File: config.mk
export PLATFORM = sky130hd
export DESIGN_NAME = hcpf_isqrt
export DESIGN_NICKNAME = d
export VERILOG_FILES = /design/src/design/hcpf_isqrt.sv
export SDC_FILE = /design/constraint.sdc
export NUM_CORES = 2
export LEC_CHECK = 0
export BUFFER_PORTS_ARGS = -buffer_cell sky130_fd_sc_hd__buf_2
export CAP_MARGIN = 0
export CORE_MARGIN = 1.5
export CORE_UTILIZATION = 60
export DETAILED_ROUTE_END_ITERATION = 8
export PLACE_DENSITY = 0.76
export RECOVER_POWER = 50
export SLEW_MARGIN = 10
export SYNTH_ARGS = -nofsm -noshare
export SYNTH_HDL_FRONTEND = slang
export SYNTH_MEMORY_MAX_BITS = 65536
export SYNTH_SLANG_ARGS = --single-unit
File: constraint.sdc
create_clock -name clk -period 3.9 [get_ports clk]
set_input_delay 0.78 -clock clk [delete_from_list [all_inputs] [get_ports clk]]
set_output_delay 0.78 -clock clk [all_outputs]
set_load 0.01 [all_outputs]
File: src/design/hcpf_isqrt.sv
module hcpf_isqrt #(
    parameter int OUT_W  = 32,
    parameter int SIDE_W = 8
) (
    input  logic                  clk,
    input  logic                  rst_n,
    input  logic                  in_valid,
    input  logic [2*OUT_W-1:0]    in_value,
    input  logic [SIDE_W-1:0]     in_side,
    output logic                  out_valid,
    output logic [OUT_W-1:0]      out_root,
    output logic [SIDE_W-1:0]     out_side
);

    localparam int IN_W  = 2 * OUT_W;
    localparam int REM_W = OUT_W + 2;

    logic [OUT_W-1:0]  valid_reg;
    logic [IN_W-1:0]   val_reg  [OUT_W];
    logic [REM_W-1:0]  rem_reg  [OUT_W];
    logic [OUT_W-1:0]  root_reg [OUT_W];
    logic [SIDE_W-1:0] side_reg [OUT_W];

    always_ff @(posedge clk or negedge rst_n)
    begin
        if (!rst_n)
        begin
            valid_reg <= '0;
        end
        else
        begin
            valid_reg <= {valid_reg[OUT_W-2:0], in_valid};
        end
    end

    // one result bit per stage
    for (genvar i = 0; i < OUT_W; i++)
    begin : g_stage
        logic [IN_W-1:0]   val_prev;
        logic [REM_W-1:0]  rem_prev;
        logic [OUT_W-1:0]  root_prev;
        logic [SIDE_W-1:0] side_prev;
        logic [REM_W-1:0]  rem_sh;
        logic [REM_W-1:0]  trial;
        logic              ge;

        if (i == 0)
        begin : g_first
            assign val_prev  = in_value;
            assign rem_prev  = '0;
            assign root_prev = '0;
            assign side_prev = in_side;
        end
        else
        begin : g_next
            assign val_prev  = val_reg[i-1];
            assign rem_prev  = rem_reg[i-1];
            assign root_prev = root_reg[i-1];
            assign side_prev = side_reg[i-1];
        end

        assign rem_sh = {rem_prev[OUT_W-1:0], val_prev[IN_W-1 -: 2]};
        assign trial  = {root_prev, 2'b01};
        assign ge     = rem_sh >= trial;

        always_ff @(posedge clk)
        begin
            val_reg[i]  <= {val_prev[IN_W-3:0], 2'b00};
            rem_reg[i]  <= ge ? (rem_sh - trial) : rem_sh;
            root_reg[i] <= {root_prev[OUT_W-2:0], ge};
            side_reg[i] <= side_prev;
        end
    end

    assign out_valid = valid_reg[OUT_W-1];
    assign out_root  = root_reg[OUT_W-1];
    assign out_side  = side_reg[OUT_W-1];

endmodule

; Word-level counts from Yosys, hierarchy flattened
; Memories as Yosys holds them, arrays and structs flattened.
; Index checks and enable logic that the tools add are counted.
; W data, S select, Z words.
[totals]
mem_count = 4
ramBits = 4352
ff_bits = 32
input_bits = 75
out_inout_bits = 41
[op_classes]
n_mux = 32
magnitude_cmp = 32
addsub = 32
[mem_list]
columns = memory, depth, width, rd, rd_ports_with_merged_regs, wr, line
row1 = val_reg, 32, 62, 31, 0, 32, 19  ; logic [IN_W-1:0] val_reg [OUT_W];
row2 = rem_reg, 32, 34, 31, 0, 32, 20  ; logic [REM_W-1:0] rem_reg [OUT_W];
row3 = root_reg, 32, 32, 32, 0, 32, 21  ; logic [OUT_W-1:0] root_reg [OUT_W];
row4 = side_reg, 32, 8, 32, 0, 32, 22  ; logic [SIDE_W-1:0] side_reg [OUT_W];
[op_table]
columns = cell, n
row1 = $mux W34, 32
row2 = $ge A34 B34 Y1, 31
row3 = $sub A34 B34 Y34, 31
row4 = $sub A2 B1 Y3 const B, 1
row5 = $ge A2 B1 Y1 const B, 1

; Longest topological paths before layout
; An unclocked memory read counts as a cell.
[depth]
ltp_word = 3
mapped_depth = 15
ltp_nobuf = 13

; Worst setup path after synthesis
; Ideal clock, no wire load.
[synth_timing]
kind = flip-flop to flip-flop
from = memory rem_reg[0][285] (netlist name)
to = memory rem_reg[0][335] (netlist name)
setup_time_ns = 0.119
n_path_buf = 2
period_less_slack_ns = 3.351
stages_incl_launch_ff = 13
arrival_time_ns = 3.232
required_time_ns = 3.781
setup_slack_ns = 0.549
path_cell_list = dfxtp_1 -> or4_4 -> or3_1 -> or2_1 -> nor4_1 -> or3_1 -> nor3_2 -> or3_1 -> buf_2 -> or2_1 -> buf_2 -> or4_4 -> xnor2_2
[synth_lines]
columns = element, line
row1 = start: declaration, 20

==> results.json <==
{
  "status": "finished clean",
  "ant_nets": 0,
  "port_buffers": 115,
  "core_area_um2": 158000,
  "cp_max_fo": 8,
  "yosys.area_share.adder_pct": 7.34,
  "max_freq_mhz": 271,
  "setup_viol": 0,
  "leakagePower_uw": 0.0516,
  "period_share_pct": 94.5,
  "postSynthCellCount": 9069,
  "dr_total_vias": 63332,
  "grt_pass1_vias": 63845,
  "die_area_um2": 162000,
  "pre_cts_slack_ps": 107,
  "finClkSkew_ps": 73.8,
  "fin_util_pct": 68.9,
  "yosys.area_share.simple_pct": 11.4,
  "drt-initial-drc-count": 3886,
  "cap_violations": 0,
  "viasPerCell": 5.41,
  "tritoncts": "built",
  "synth_edf_count": 0,
  "worstMarginPinSlew_ps": 1060,
  "p_total_uw": 75000,
  "grt_util_all_layers_pct": 25.3,
  "wl_per_cell_um": 17.7,
  "cts_setup_buffers": 0,
  "detailedRoute.firstPassIterationCount": 6,
  "synth_area_leader_cell": "dfxtp_1",
  "regArea_um2": 55300,
  "slew_headroom_pct": 28.4,
  "vdd_ir_drop_max_mv": 0.511,
  "rsz0062_at_grt": "no",
  "synth.area.top_cells": "dfxtp_1, ha_1, xnor2_1",
  "yosys_warnings": 0,
  "row_count": 146,
  "synth_async_sr_flop_share_pct": 1.16,
  "p_per_area_nw_per_um2": 688,
  "clk_pin_slew_ps": 60,
  "drive_above_1_share_pct": 8.47,
  "cpPeakStageDelay_ps": 540,
  "hold_viol": 0,
  "critical_path_required_ps": 4680,
  "arrival_ps": 4460,
  "grt_first_pass_wirelength_um": 329000,
  "die_x_um": 402,
  "initial_core_util_pct": 60.4,
  "ios": 116,
  "yosysTopAreaCellShare_pct": 57.0,
  "dp_hpwl_um": 150000,
  "root_buffer": "clkbuf_16",
  "critPathCaptureType": "register",
  "layout_commonest_cell": "dfxtp_1",
  "final_cell_mix": "dfxtp_1, inv_1, a21oi_1, nor2_1, ha_1",
  "dp.cells": 11149,
  "finalCriticalPeriod_ps": 3690,
  "die_y_um": 402,
  "criticalPathCategory": "reg -> reg",
  "muxShareOfSynthArea_pct": 1.37,
  "cts_made_buffers": 286,
  "syn_nets": 9705,
  "synth-compound-area-share_pct": 11.4,
  "crit_chain": "or4_1 > or3_1 > or4_1 > or3_1 > nor3_1 > nand3_1 > nor3_1 > or3_1 > nor4_1 > xor2_1",
  "grt_antenna_before_repair": 3,
  "syn_area_um2": 95600,
  "synth_cell_types": 85,
  "drcViolationCount": 0,
  "overflow": 0,
  "num-fill-cells": 11674,
  "multi_input_area_um2": 37000,
  "fin_tns_setup_ps": 0,
  "startpoint_type": "register",
  "synth_seq_cells": 2753,
  "crit_path_top_delay_cell": "or4_1",
  "grt_max_degree": 60,
  "area_delta_synth_final_pct": 14.0,
  "numClockSinks": 2753,
  "synth_top_family_by_area": "compound AO/OA/AOI/OAI gates",
  "synth-seq-area-share_pct": 57.8,
  "maxSlewViolCount": 0,
  "htree_levels": 5,
  "wl_um": 208000,
  "largest_reg_flops": 992,
  "reg2reg_depth": 10,
  "hp-class": "in -> reg",
  "synth_xor_area_share_pct": 7.16,
  "cpMostUsedCell": "or3_1",
  "worst_slack_ps": 214,
  "synth_flop_cell": "dfxtp_1",
  "final_net_count": 10074,
  "whs_path_depth": 2,
  "ctsLongestPathBuffers": 4,
  "instances_no_fill": 11702,
  "clk_latency_ps": 920,
  "avgSynthCellArea_um2": 10.5,
  "gp_congestion": 0.921
}
==> cell usage after synthesis, drive strengths merged (141+ instances only) <==
library cell  number
a21o             235
a21oi            602
clkbuf           155
dfxtp           2721
ha               561
inv              705
nand2            508
nand3            141
nor2             601
nor3             200
o21ai            421
xnor2            404
xor2             376
==> worst paths after layout <==
check                      slack (ps)            start              end
max reg2reg                       210  rem_reg[0][189]  rem_reg[0][235]
max                               210  rem_reg[0][189]  rem_reg[0][235]
min                                80     in_value[63]   root_reg[0][0]
max in group asynchronous        2920            rst_n     valid_reg[0]
min reg2reg                       300  val_reg[1][488]  val_reg[1][552]
min in group asynchronous         470            rst_n    valid_reg[30]
==> logic make-up after synthesis <==
logic type | after synthesis
flip-flops | 2753
AND/OR/NAND/NOR | 2209
AO/OA/AOI/OAI | 1765
buffers and inverters | 883
XOR/XNOR | 780
adder cells (fa/ha/maj) | 561
multiplexers | 117
other | 1
==> per-stage QoR <==
| stage | area [um2] | hold slack, ps |
|---|---|---|
| 6_report | 109000 | 75.7 |
| 5_1_grt | 109000 | 26.5 |
| 4_1_cts | 109000 | 0.982 |
| 3_5_place_dp | 98800 | 312 |
| 3_3_place_gp | 98800 | 310 |
| 2_1_floorplan | 95600 | 310 |
==> area by class of cell <==
cell class	instances	share of cell area (%)
multi-input combinational	5433	34.0
tap	2072	2.38
clock inverter	102	1.29
clock buffer	377	7.40
antenna	1	0.00230
timing repair buffer	259	1.78
inverter	705	2.43
sequential	2753	50.7
==> worst max-delay path: cells and delay by family (launching register included) <==
kind | cells | cell delay, ps
xor+xnor | 1 | 150
flops | 1 | 320
simple gates | 9 | 3090
==> what timing repair did <==
action                                  4_1_cts  5_1_grt
endpoints found under the setup margin        0        4
hold endpoints to repair                    104        0
gates resized for setup                       0        4
hold buffers                                 73        0
==> power by group <==
group          switching [uW]  total [uW]  internal (uW)
sequential               3390       35900          32500
combinational            6390       11700           5320
clock                   10800       27300          16600
total                   20500       75000          54400
==> per-layer routing <==
metal  global-route usage (%)  vias up  part of all wire [%]
met5                        0        -                     0
li1                         -    31641                     -
met4                     12.8        0                   5.1
met1                     28.1    29812                    39
met2                     47.2     1350                    52
met3                     3.39      529                   3.7
Note: power is estimated with default switching activity, not from simulation.
